==> config.mk <==
export PLATFORM = sky130hd
export DESIGN_NAME = multichannel_pid_clamped_integral_unit
export DESIGN_NICKNAME = d
export VERILOG_FILES = /design/src/sv/mpci_pkg.sv /design/src/sv/mpci_front.sv /design/src/sv/mpci_back.sv /design/src/sv/multichannel_pid_clamped_integral_unit.sv
export SDC_FILE = /design/constraint.sdc
export NUM_CORES = 2
export LEC_CHECK = 0
export BUFFER_PORTS_ARGS = -buffer_cell sky130_fd_sc_hd__buf_2
export CAP_MARGIN = 20
export CORE_MARGIN = 2
export CORE_UTILIZATION = 38
export CTS_CLUSTER_SIZE = 8
export DETAILED_ROUTE_END_ITERATION = 10
export PLACE_DENSITY_LB_ADDON = 0.12
export RECOVER_POWER = 25
export SLEW_MARGIN = 20
export SYNTH_ARGS = -nofsm -noshare
export SYNTH_HDL_FRONTEND = slang
export SYNTH_SLANG_ARGS = --single-unit
==> constraint.sdc <==
create_clock -name clk -period 10.59 [get_ports clk]
set_input_delay 0.5295 -clock clk [delete_from_list [all_inputs] [get_ports clk]]
set_output_delay 0.5295 -clock clk [all_outputs]
set_load 0.01 [all_outputs]
==> src/sv/mpci_pkg.sv <==
// Shared types and constants of the multichannel PID unit.
`timescale 1ns / 1ps
`default_nettype none
package mpci_pkg;

	localparam int CHANNELS  = 4;
	localparam int CH_W      = 2;
	localparam int CH_IDX_W  = (CHANNELS > 1) ? $clog2(CHANNELS) : 1;
	localparam int GAIN_W    = 16;
	localparam int GAINS_W   = 64;
	localparam int CFG_W     = 64;
	localparam int CFG_IDX_W = 3;
	localparam int LIM_W     = 31;

	localparam logic [CFG_IDX_W-1:0] REG_ENABLE = 3'd0;
	localparam logic [CFG_IDX_W-1:0] REG_KP     = 3'd1;
	localparam logic [CFG_IDX_W-1:0] REG_KD     = 3'd2;
	localparam logic [CFG_IDX_W-1:0] REG_KI     = 3'd3;
	localparam logic [CFG_IDX_W-1:0] REG_LIMIT  = 3'd4;

	typedef struct packed {
		logic [CH_W-1:0]    channel;
		logic signed [31:0] measured;
		logic signed [31:0] measured_rate;
		logic signed [31:0] setpoint;
		logic signed [31:0] rate_setpoint;
		logic signed [31:0] feedforward;
		logic [15:0]        elapsed;
		logic               restart;
	} in_t;

	typedef struct packed {
		logic [CH_W-1:0]    out_channel;
		logic signed [31:0] drive;
		logic signed [31:0] error_value;
		logic signed [31:0] integral_value;
		logic               valid_res;
	} out_t;

	// classified sample, as queued between front and back
	typedef struct packed {
		logic [CH_W-1:0]    channel;
		logic               ok;
		logic signed [31:0] err;
		logic signed [32:0] rdiff;
		logic signed [31:0] feedforward;
		logic [15:0]        elapsed;
		logic               restart;
	} cmd_t;

	typedef struct packed {
		logic [GAINS_W-1:0] kp;
		logic [GAINS_W-1:0] kd;
		logic [GAINS_W-1:0] ki;
		logic               enable;
		logic [LIM_W-1:0]   limit;
	} cfg_t;

	typedef struct packed {
		logic               take;
		logic               busy;
		logic               wr;
		logic signed [31:0] integ;
	} bk_stat_t;

endpackage
`default_nettype wire

==> src/sv/mpci_front.sv <==
// Front end: error and rate difference, channel check, two-entry command queue.
`timescale 1ns / 1ps
`default_nettype none
module mpci_front (
	input  wire logic          clk,
	input  wire logic          arst_n,
	input  wire logic          push,
	output logic               full,
	input  wire mpci_pkg::in_t sample,
	output mpci_pkg::cmd_t     head,
	output logic               head_valid,
	input  wire logic          take
);

	mpci_pkg::cmd_t     cmd;
	mpci_pkg::cmd_t     mem_q [2];
	logic               wp_q;
	logic               rp_q;
	logic [1:0]         cnt_q;
	logic signed [32:0] diff;
	logic               do_push;
	logic               do_pop;

	assign diff = {sample.measured[31], sample.measured}
		- {sample.setpoint[31], sample.setpoint};

	always_comb begin
		cmd.channel     = sample.channel;
		cmd.ok          = ({1'b0, sample.channel} < (mpci_pkg::CH_W + 1)'(mpci_pkg::CHANNELS));
		// saturate the 33-bit difference to 32 bits
		if (diff[32] != diff[31]) begin
			cmd.err = diff[32] ? 32'sh8000_0000 : 32'sh7FFF_FFFF;
		end else begin
			cmd.err = diff[31:0];
		end
		cmd.rdiff       = {sample.measured_rate[31], sample.measured_rate}
			- {sample.rate_setpoint[31], sample.rate_setpoint};
		cmd.feedforward = sample.feedforward;
		cmd.elapsed     = sample.elapsed;
		cmd.restart     = sample.restart;
	end

	assign full       = (cnt_q == 2'd2);
	assign head_valid = (cnt_q != 2'd0);
	assign head       = mem_q[rp_q];
	assign do_push    = push && !full;
	assign do_pop     = take && head_valid;

	always_ff @(posedge clk or negedge arst_n) begin
		if (!arst_n) begin
			wp_q  <= 1'b0;
			rp_q  <= 1'b0;
			cnt_q <= 2'd0;
		end else begin
			if (do_push) wp_q <= ~wp_q;
			if (do_pop) rp_q <= ~rp_q;
			cnt_q <= cnt_q + 2'(do_push) - 2'(do_pop);
		end
	end

	always_ff @(posedge clk) begin
		if (do_push) mem_q[wp_q] <= cmd;
	end

endmodule
`default_nettype wire

==> src/sv/mpci_back.sv <==
// Back end: integral update and drive sum sequencer with two-entry result queue.
`timescale 1ns / 1ps
`default_nettype none
module mpci_back (
	input  wire logic           clk,
	input  wire logic           arst_n,
	input  wire mpci_pkg::cfg_t cfg,
	input  wire logic           clr_all,
	input  wire mpci_pkg::cmd_t head,
	input  wire logic           head_valid,
	output logic                take,
	output logic                empty,
	input  wire logic           pop,
	output mpci_pkg::out_t      result,
	output mpci_pkg::bk_stat_t  stat
);

	typedef enum logic [1:0] {ST_IDLE, ST_INTEG, ST_KD, ST_KI} state_t;

	state_t                            state_q;
	logic signed [31:0]                store_q [mpci_pkg::CHANNELS];
	mpci_pkg::out_t                    rq_q [2];
	logic                              rwp_q;
	logic                              rrp_q;
	logic [1:0]                        rcnt_q;

	logic [mpci_pkg::CH_W-1:0]         ch_q;
	logic                              ok_q;
	logic signed [31:0]                err_q;
	logic signed [32:0]                rdiff_q;
	logic signed [48:0]                pa_q;
	logic signed [49:0]                pb_q;
	logic signed [51:0]                acc_q;
	logic signed [31:0]                integ_q;

	logic                              start;
	logic                              st_wr;
	logic                              res_push;
	logic                              res_pop;
	logic                              run;
	logic [mpci_pkg::CH_W-1:0]         gch;
	logic [mpci_pkg::GAIN_W-1:0]       gain;
	logic signed [32:0]                mb_x;
	logic signed [49:0]                pb_n;
	logic signed [48:0]                pa_n;
	logic signed [31:0]                st_rd;
	logic signed [33:0]                isum;
	logic signed [33:0]                lim34;
	logic signed [33:0]                nlim34;
	logic signed [31:0]                integ_n;
	logic signed [51:0]                acc_sub;
	logic signed [43:0]                shr;
	logic signed [31:0]                drv_sat;
	mpci_pkg::out_t                    res_n;

	assign start    = (state_q == ST_IDLE) && head_valid && (rcnt_q != 2'd2);
	assign take     = start;
	assign run      = ok_q && cfg.enable;
	assign st_wr    = (state_q == ST_INTEG) && run;
	assign res_push = (state_q == ST_KI);
	assign res_pop  = pop && !empty;
	assign empty    = (rcnt_q == 2'd0);
	assign result   = rq_q[rrp_q];

	// shared gain multiplier: kp in IDLE, kd in INTEG, ki in KD
	always_comb begin
		gch  = ch_q;
		mb_x = rdiff_q;
		unique case (state_q)
			ST_IDLE: begin
				gch  = head.channel;
				gain = cfg.kp[gch*mpci_pkg::GAIN_W +: mpci_pkg::GAIN_W];
				mb_x = {head.err[31], head.err};
			end
			ST_INTEG: begin
				gain = cfg.kd[gch*mpci_pkg::GAIN_W +: mpci_pkg::GAIN_W];
				mb_x = rdiff_q;
			end
			ST_KD: begin
				gain = cfg.ki[gch*mpci_pkg::GAIN_W +: mpci_pkg::GAIN_W];
				mb_x = {integ_q[31], integ_q};
			end
			ST_KI: begin
				gain = '0;
			end
		endcase
	end

	assign pb_n = $signed({1'b0, gain}) * mb_x;
	assign pa_n = $signed({1'b0, head.elapsed}) * head.err;

	// integral read-modify-write, floor of (elapsed*err)/2^16 then clamp
	assign st_rd  = ok_q ? store_q[ch_q[mpci_pkg::CH_IDX_W-1:0]] : 32'sd0;
	assign isum   = {{2{st_rd[31]}}, st_rd} + {pa_q[48], pa_q[48:16]};
	assign lim34  = {3'b000, cfg.limit};
	assign nlim34 = -lim34;

	always_comb begin
		if (!run) begin
			integ_n = st_rd;
		end else if (isum > lim34) begin
			integ_n = lim34[31:0];
		end else if (isum < nlim34) begin
			integ_n = nlim34[31:0];
		end else begin
			integ_n = isum[31:0];
		end
	end

	assign acc_sub = acc_q - {{2{pb_q[49]}}, pb_q};
	assign shr     = acc_sub[51:8];

	always_comb begin
		if (!((&shr[43:31]) || !(|shr[43:31]))) begin
			drv_sat = shr[43] ? 32'sh8000_0000 : 32'sh7FFF_FFFF;
		end else begin
			drv_sat = shr[31:0];
		end
		res_n.out_channel    = ch_q;
		res_n.drive          = run ? drv_sat : 32'sd0;
		res_n.error_value    = run ? err_q : 32'sd0;
		res_n.integral_value = integ_q;
		res_n.valid_res      = run;
	end

	assign stat.take  = start;
	assign stat.busy  = (state_q != ST_IDLE);
	assign stat.wr    = st_wr;
	assign stat.integ = integ_n;

	always_ff @(posedge clk or negedge arst_n) begin
		if (!arst_n) begin
			state_q <= ST_IDLE;
			for (int i = 0; i < mpci_pkg::CHANNELS; i++) store_q[i] <= 32'sd0;
			rwp_q   <= 1'b0;
			rrp_q   <= 1'b0;
			rcnt_q  <= 2'd0;
		end else begin
			unique case (state_q)
				ST_IDLE:  if (start) state_q <= ST_INTEG;
				ST_INTEG: state_q <= ST_KD;
				ST_KD:    state_q <= ST_KI;
				ST_KI:    state_q <= ST_IDLE;
			endcase
			priority if (clr_all || (start && head.restart)) begin
				for (int i = 0; i < mpci_pkg::CHANNELS; i++) store_q[i] <= 32'sd0;
			end else if (st_wr) begin
				store_q[ch_q[mpci_pkg::CH_IDX_W-1:0]] <= integ_n;
			end else begin
				// store holds
			end
			if (res_push) rwp_q <= ~rwp_q;
			if (res_pop) rrp_q <= ~rrp_q;
			rcnt_q <= rcnt_q + 2'(res_push) - 2'(res_pop);
		end
	end

	always_ff @(posedge clk) begin
		if (start) begin
			ch_q    <= head.channel;
			ok_q    <= head.ok;
			err_q   <= head.err;
			rdiff_q <= head.rdiff;
			pa_q    <= pa_n;
			acc_q   <= {{12{head.feedforward[31]}}, head.feedforward, 8'h00};
		end else if (state_q == ST_INTEG || state_q == ST_KD) begin
			acc_q <= acc_sub;
		end
		if (start || state_q == ST_INTEG || state_q == ST_KD) pb_q <= pb_n;
		if (state_q == ST_INTEG) integ_q <= integ_n;
		if (res_push) rq_q[rwp_q] <= res_n;
	end

endmodule
`default_nettype wire

==> src/sv/multichannel_pid_clamped_integral_unit.sv <==
// Top level of the multichannel PID unit with clamped integral.
//
//   channel   direction  handshake         payload
//   sample    in         push / full       mpci_pkg::in_t
//   result    out        pop / empty       mpci_pkg::out_t
//   config    in         cfg_we            cfg_index, cfg_data (64 bit)
//
// A sample transaction waits in the two-entry command queue, then passes through the
// back-end sequencer states IDLE, INTEG, KD and KI; a new one is taken only back in IDLE,
// since the single gain multiplier is shared by the kp, kd and ki terms in turn.
// Reset: integrals zero, enable 0, gains 0, integral limit 2^31-1.
// full rises with two commands queued; the sequencer waits while the result queue is full.
`timescale 1ns / 1ps
`default_nettype none
module multichannel_pid_clamped_integral_unit (
	input  wire logic                              clk,
	input  wire logic                              arst_n,
	input  wire logic                              push,
	output logic                                   full,
	input  wire mpci_pkg::in_t                     sample,
	output logic                                   empty,
	input  wire logic                              pop,
	output mpci_pkg::out_t                         result,
	input  wire logic                              cfg_we,
	input  wire logic [mpci_pkg::CFG_IDX_W-1:0]    cfg_index,
	input  wire logic [mpci_pkg::CFG_W-1:0]        cfg_data
);

	logic                              enable_q;
	logic [mpci_pkg::GAINS_W-1:0]      kp_q;
	logic [mpci_pkg::GAINS_W-1:0]      kd_q;
	logic [mpci_pkg::GAINS_W-1:0]      ki_q;
	logic [mpci_pkg::LIM_W-1:0]        lim_q;
	logic                              clr_all;
	mpci_pkg::cfg_t                    cfg;
	mpci_pkg::cmd_t                    head;
	logic                              head_valid;
	logic                              take;
	mpci_pkg::bk_stat_t                stat;

	// enabling clears every integral
	assign clr_all = cfg_we && (cfg_index == mpci_pkg::REG_ENABLE) && cfg_data[0] && !enable_q;

	always_ff @(posedge clk or negedge arst_n) begin
		if (!arst_n) begin
			enable_q <= 1'b0;
			kp_q     <= '0;
			kd_q     <= '0;
			ki_q     <= '0;
			lim_q    <= '1;
		end else if (cfg_we) begin
			unique case (cfg_index)
				mpci_pkg::REG_ENABLE: enable_q <= cfg_data[0];
				mpci_pkg::REG_KP:     kp_q     <= cfg_data[mpci_pkg::GAINS_W-1:0];
				mpci_pkg::REG_KD:     kd_q     <= cfg_data[mpci_pkg::GAINS_W-1:0];
				mpci_pkg::REG_KI:     ki_q     <= cfg_data[mpci_pkg::GAINS_W-1:0];
				mpci_pkg::REG_LIMIT:  lim_q    <= cfg_data[mpci_pkg::LIM_W-1:0];
				default: ;
			endcase
		end
	end

	always_comb begin
		cfg.kp     = kp_q;
		cfg.kd     = kd_q;
		cfg.ki     = ki_q;
		cfg.enable = enable_q;
		cfg.limit  = lim_q;
	end

	mpci_front u_front (
		.clk        (clk),
		.arst_n     (arst_n),
		.push       (push),
		.full       (full),
		.sample     (sample),
		.head       (head),
		.head_valid (head_valid),
		.take       (take)
	);

	mpci_back u_back (
		.clk        (clk),
		.arst_n     (arst_n),
		.cfg        (cfg),
		.clr_all    (clr_all),
		.head       (head),
		.head_valid (head_valid),
		.take       (take),
		.empty      (empty),
		.pop        (pop),
		.result     (result),
		.stat       (stat)
	);

	a_take_has_cmd: assert property (@(posedge clk) disable iff (!arst_n)
		stat.take |-> head_valid)
		else $error("back end took a transaction from an empty command queue");

	a_take_starts: assert property (@(posedge clk) disable iff (!arst_n)
		stat.take |=> stat.busy)
		else $error("sequencer did not start after taking a transaction");

	a_integ_bound: assert property (@(posedge clk) disable iff (!arst_n)
		stat.wr |-> (stat.integ <= $signed({1'b0, lim_q}))
			&& (stat.integ >= -$signed({1'b0, lim_q})))
		else $error("integral written outside the clamp limit");

endmodule
`default_nettype wire

Word level (Yosys, flattened, before mapping)
Memories as Yosys holds them, arrays and structs flattened.
Cells that the tools add are included.
Widths: inputs -> output; s select.
{"block": "word_totals", "ram_bits": 430, "rom_bits": 0, "latchBits": 0, "register_bits": 613, "elab_cells": 123, "in_bits": 251, "mem_count": 2}
{"block": "op_classes", "n_addsub": 9, "muxes": 28, "eq_ne": 11, "shift": 3, "div": 0, "magnitude_cmp": 4, "n_reduce_logical": 34, "n_mul": 2, "n_bitwise": 5}
{"memory": "u_front.mem_q", "depth": 2, "width": 116, "rd": 1, "rd_clocked_by_memory_dff": 0, "write_ports": 1, "line_no": "mpci_front.sv:16", "source": "mpci_pkg::cmd_t mem_q [2];"}
{"memory": "u_back.rq_q", "depth": 2, "width": 99, "rd": 1, "rd_clocked_by_memory_dff": 0, "write_ports": 1, "line_no": "mpci_back.sv:22", "source": "mpci_pkg::out_t rq_q [2];"}
{"operator": "$mux 32", "n": 13}
{"operator": "$mux 128", "n": 2}
{"operator": "$shiftx 64x7->16", "n": 3}
{"operator": "$bwmux 128", "n": 1}
{"operator": "$mux 52", "n": 2}
{"operator": "$pmux 33 s2", "n": 1}
{"operator": "$sub 32x32->33", "n": 2}
{"operator": "$bmux 32 s2", "n": 1}
{"operator": "$demux 32 s2", "n": 1}
{"operator": "$pmux 16 s4", "n": 1}
{"operator": "$sub 52x52->52", "n": 1}
{"operator": "$mul 17x33->50", "n": 1}
{"operator": "$mul 17x32->49", "n": 1}
{"operator": "$add 32x33->34", "n": 1}
{"operator": "$gt 34x32->1", "n": 1}
{"operator": "$lt 34x34->1", "n": 1}
{"operator": "$neg 31->34", "n": 1}
{"operator": "$reduce_and 13->1", "n": 1}
{"operator": "$reduce_or 13->1", "n": 1}
{"operator": "$logic_and 1x1->1", "n": 12}
{"operator": "$reduce_and 2->1", "n": 5}
{"operator": "$pmux 2 s4", "n": 1}
{"operator": "$eq 2x2->1 const B", "n": 3}
{"operator": "$eq 3x2->1 const B", "n": 2}
{"operator": "other kinds (19)", "n": 37}

Longest topological paths before layout
{"block": "depth", "depth_word": 13, "ltp_mapped": 33}

Modules after synthesis
A second synthesis with hierarchy kept.
{"block": "hier_totals", "cells_unflattened": 8122, "hier_area_um2": 88305.9}
{"module": "mpci_back", "seq_area_each_um2": 16275.6, "area_per_inst_um2": 67166.9, "n_inst": 1, "cells_each": 6714}
{"module": "mpci_front", "seq_area_each_um2": 7066.8, "area_per_inst_um2": 12205.5, "n_inst": 1, "cells_each": 930}
{"module": "multichannel_pid_clamped_integral_unit", "seq_area_each_um2": 5644.2, "area_per_inst_um2": 8933.6, "n_inst": 1, "cells_each": 478}

Least setup slack after synthesis
OpenSTA, ideal clock, no wires.
{"block": "synth_path", "kind": "register to register", "start": "register u_front.rp_q", "end": "register u_back.pb_q[46] (data pin)", "stages_incl_launch_ff": 30, "arrival_time_ps": 8907, "setup_slack_ps": 1409, "setup_ps": 274, "required_ps": 10316, "cell_sequence": "dfrtp_1 > mux2i_1 > clkbuf_1 > mux4_2 > a21oi_1 > clkbuf_1 > buf_1 > nor2_1 > fa_1 > inv_1 > fa_1 > fa_1 > inv_1 > fa_1 > fa_1 > inv_1 > fa_1 > inv_1 > ha_1 > a21oi_1 > o21ai_0 > a41o_1 > a21o_1 > a211oi_1 > a21oi_1 > a221oi_1 > o21ai_0 > a31oi_1 > o41ai_1 > xor2_1"}
{"block": "synth_via", "elab_chain_cells": 4, "elab_cells_between_ends": 5}
{"item": "from (decl)", "line_no": "mpci_front.sv:18", "source": "logic rp_q;"}
{"item": "from (signal assigned)", "line_no": "mpci_front.sv:56", "source": "if (do_pop) rp_q <= ~rp_q;"}
{"item": "$mem_v2 2x116 (*)"}
{"item": "$shiftx 64x7->16", "line_no": "mpci_back.sv:72", "source": "gain = cfg.kp[gch*mpci_pkg::GAIN_W +: mpci_pkg::GAIN_W];"}
{"item": "$pmux 16 s4", "line_no": "mpci_back.sv:69", "source": "unique case (state_q)"}
{"item": "$mul 17x33->50 (*)", "line_no": "mpci_back.sv:89", "source": "assign pb_n = $signed({1'b0, gain}) * mb_x;"}
{"item": "via u_back.pb_n[46]", "line_no": "mpci_back.sv:44", "source": "logic signed [49:0] pb_n;"}
{"item": "to (signal assigned)", "line_no": "mpci_back.sv:169", "source": "if (start || state_q == ST_INTEG || state_q == ST_KD) pb_q <= pb_n;"}
{"item": "to (decl)", "line_no": "mpci_back.sv:32", "source": "logic signed [49:0] pb_q;"}
Mark *: on every way through the listed nets, which the timed path passes. The rest lies on a longest branch.
A chain may end at the register's enable or synchronous reset.

Worst setup path in the final report
Ends and elaborated chain as after synthesis.

==> metrics <==
outcome finished, violations left; failing checks max-capacitance violations, max-slew violations; syn_area_per_cell between 10 and 15 um2; clock root buffer clkbuf_16; Routed WL roughly 270 mm; syn nets 9794; GP Congestion about 0.92; Highest Clock Rate 101 MHz; setup violation total in the final timing report 0; count of final hold-check violations 0; Worst path most repeated cell fa_1; clk_lat worst skew ~0.86 ns; vias in the first global route 64500; ys async rst share 0.353; post-DP HPWL between 200 and 250 mm; yosys warns 0; # Max-Cap Violations 9; CP arrival ~10 ns; number of synthesized flops with an enable pin 656; synth unique cells 75; DR pass1 iterations 7; pin count of the biggest net entering global routing about 170; Cell Area, Synth around 0.086 mm2; die footprint roughly 0.23 mm2; skew final roughly 0.091 ns; Least-Margin Pin Slew roughly 6.6 ns; Area contributors post-synth fa_1 23%, edfxtp_1 23%, dfrtp_1 9.7%; Initial Utilization 0.382; CTS tree yes; setup bufs post-CTS 0; Slew Viols, Final around 520; Worst Setup End Kind flip-flop; Die X ~480 um; # DRC 0; grt ovf 0; first-pass GRT wire length between 400 and 500 mm; relative slew slack -3.38; Largest stage delay, worst path about 1.1 ns; TritonCTS buffer count 150; RSZ-0062 raised after global routing false; io pins about 350; Via Count roughly 60000; commonest non-fill, non-tap cells in the layout 1344 x inv_1, 994 x fa_1, 872 x nand2_1; Clock transition at path regs approximately 0.05 ns; 1st-iter DRT viols ~4000; Die Ht between 400 and 500 um; ANT nets after route 0; Gate Count Post-Synth roughly 8100; ys flop type edfxtp_1; critical path class reg2reg; WL per Instance roughly 23 um; Syn-to-layout area delta 13.4%; R2R depth 24; Rows between 150 and 200; post-synth top area share 0.232; Post-CTS Resized 0; sequential element share of the synthesized area 0.337; CORE AREA around 0.22 mm2; setup TNS 0 ns; Vias/cell around 5.2; crit path launch type flip-flop; Synth area leader fa_1; share of cells above drive strength 1 0.136; Clock Tree Buf Depth 3; hold path depth 3; Port Buffer Count 351; Seq cells post-synth 1026; # fillers around 22000; fin crit period 9.89 ns; CP top delay family compound AO/OA/AOI/OAI gates; Levels on crit path 24; Buf/Inv on CP 4; CP max stage cell a221oi_1; hold crit path type in2reg; period utilization 0.934; clk sinks a little over 1000; gr usage total 0.237; initial antenna violation count 10; area of the multi-input gates between 0.05 and 0.06 mm2; most common cell after layout, fill and taps aside inv_1; CP Cell Sequence buf_12 -> mux2i_1 -> inv_1 -> a221oi_1 -> nor2_1 -> fa_1 -> inv_1 -> fa_1 -> fa_1 -> inv_1 -> fa_1 -> fa_1 -> fa_1 -> ha_1 -> a21boi_0 -> o21a_1 -> o21a_1 -> a211oi_1 -> a21oi_1 -> a221oi_1 -> o21ai_0 -> a31oi_1 -> o41ai_1 -> xor2_1; Nets 10200; Worst EP required 11.13 ns; FF/Latch Area around 0.029 mm2; H-tree Lvls 4; Max Fanout on Critical Path 68
## flip-flops by register name (all words and copies together) (netlist names), 2 cells and up
signal and flops:
ki_q 64, u_back.state_q 2, u_back.integ_q 32, lim_q 31, u_back.pa_q 33, kd_q 64
u_back.err_q 32, u_back.acc_q 52, u_back.pb_q 50, u_back.rdiff_q 33, kp_q 64, u_back.rcnt_q 2
u_back.store_q 128, u_back.rq_q 198, u_front.mem_q 232, u_front.cnt_q 2, u_back.ch_q 2
## area by class of cell
cell class,instances,share of cell area
clock buffer,225,0.0417
timing repair buffer,642,0.0432
tap,2992,0.0385
clock inverter,23,0.00513
inverter,1346,0.0520
multi-input combinational,5366,0.522
sequential,1026,0.298
antenna,3,0.0000772
## routing by layer
layer / vias up / track usage / wire length (um)
li1: 27600 / - / -
met1: 31200 / 0.310 / 115000
met2: 1529 / 0.399 / 130000
met3: 346 / 0.0335 / 13000
met4: 0 / 0.0930 / 11300
met5: - / 0 / 0
## worst reg2reg max path, cell delays in order, from the launching register on
cell	delay, ns
dfrtp_4	0.53
buf_12	0.36
mux2i_1	1.02
inv_1	0.29
a221oi_1	1.08
nor2_1	0.16
fa_1	0.60
inv_1	0.06
fa_1	0.46
fa_1	0.51
inv_1	0.05
fa_1	0.57
fa_1	0.43
fa_1	0.49
ha_1	0.37
a21boi_0	0.15
o21a_1	0.17
o21a_1	0.16
a211oi_1	0.34
a21oi_1	0.20
a221oi_1	0.52
o21ai_0	0.32
a31oi_1	0.47
o41ai_1	0.16
xor2_1	0.15
## what timing repair did
action,CTS,global route
endpoints found under the hold margin,405,0
setup endpoints to repair,0,0
hold buffers,116,0
## final timing paths
| kind | slack (ns) | endpoint | start |
|---|---|---|---|
| setup / recovery | 0.70 | u_back.pb_q[46] | u_front.rp_q |
| hold / removal | 0.1 | u_front.wp_q | push |
| setup reg to reg | 0.70 | u_back.pb_q[46] | u_front.rp_q |
| hold reg to reg | 0.49 | u_back.acc_q[0] | u_back.acc_q[0] |
| max in group asynchronous | 3.43 | u_back.rrp_q | arst_n |
| min in group asynchronous | 2.63 | u_back.rrp_q | arst_n |
## through the flow
step / setup slack [ns] / instance area [um2] / std cells / hold WS, ns / util
after global placement: 0.798 / 91700 / 11300 / 0.468 / 0.408
after global routing: 0.299 / 97300 / 11600 / 0.0775 / 0.433
after detailed placement: 0.748 / 91700 / 11300 / 0.485 / 0.408
final: 0.701 / 97300 / 11600 / 0.0950 / 0.433
after CTS: 0.691 / 97400 / 11600 / 0.0254 / 0.433
after floorplan: 1.41 / 85800 / 8093 / 0.234 / -
## synth_stat cells (29+ instances only)
cell	instances
fa_1	994
nor2_1	507
nand3_1	173
mux4_2	80
o22ai_1	36
a21o_1	140
and2_1	132
mux2_2	341
o21a_1	52
inv_1	1345
nand4_1	44
nor2b_1	29
ha_1	456
o21bai_1	30
a211oi_1	34
a221oi_1	37
clkbuf_1	328
dfstp_2	31
xnor2_1	170
edfxtp_1	656
a21oi_1	241
nand2_1	874
and3_1	33
mux2i_1	103
xor2_1	71
nor3_1	43
a221o_1	33
o21ai_0	414
dfrtp_1	331
nand2b_1	51
## cells by family (layout without fill, tap and decap cells)
kind of cell / count (synthesis) / in the layout / share of synthesized area
and+or+nand+nor: 1964 / 1964 / 0.101
muxes: 524 / 524 / 0.0778
buffers and inverters: 1701 / 2236 / 0.0744
DFF: 1026 / 1026 / 0.337
AOI/OAI and AO/OA: 1178 / 1178 / 0.0856
other: 0 / 3 / 0
adders and majority gates: 1459 / 1459 / 0.299
xor gates and xnor gates: 241 / 241 / 0.0246
Power is not shown: default switching activity piles up to over one toggle a cycle in this logic, so the estimate is an artifact.
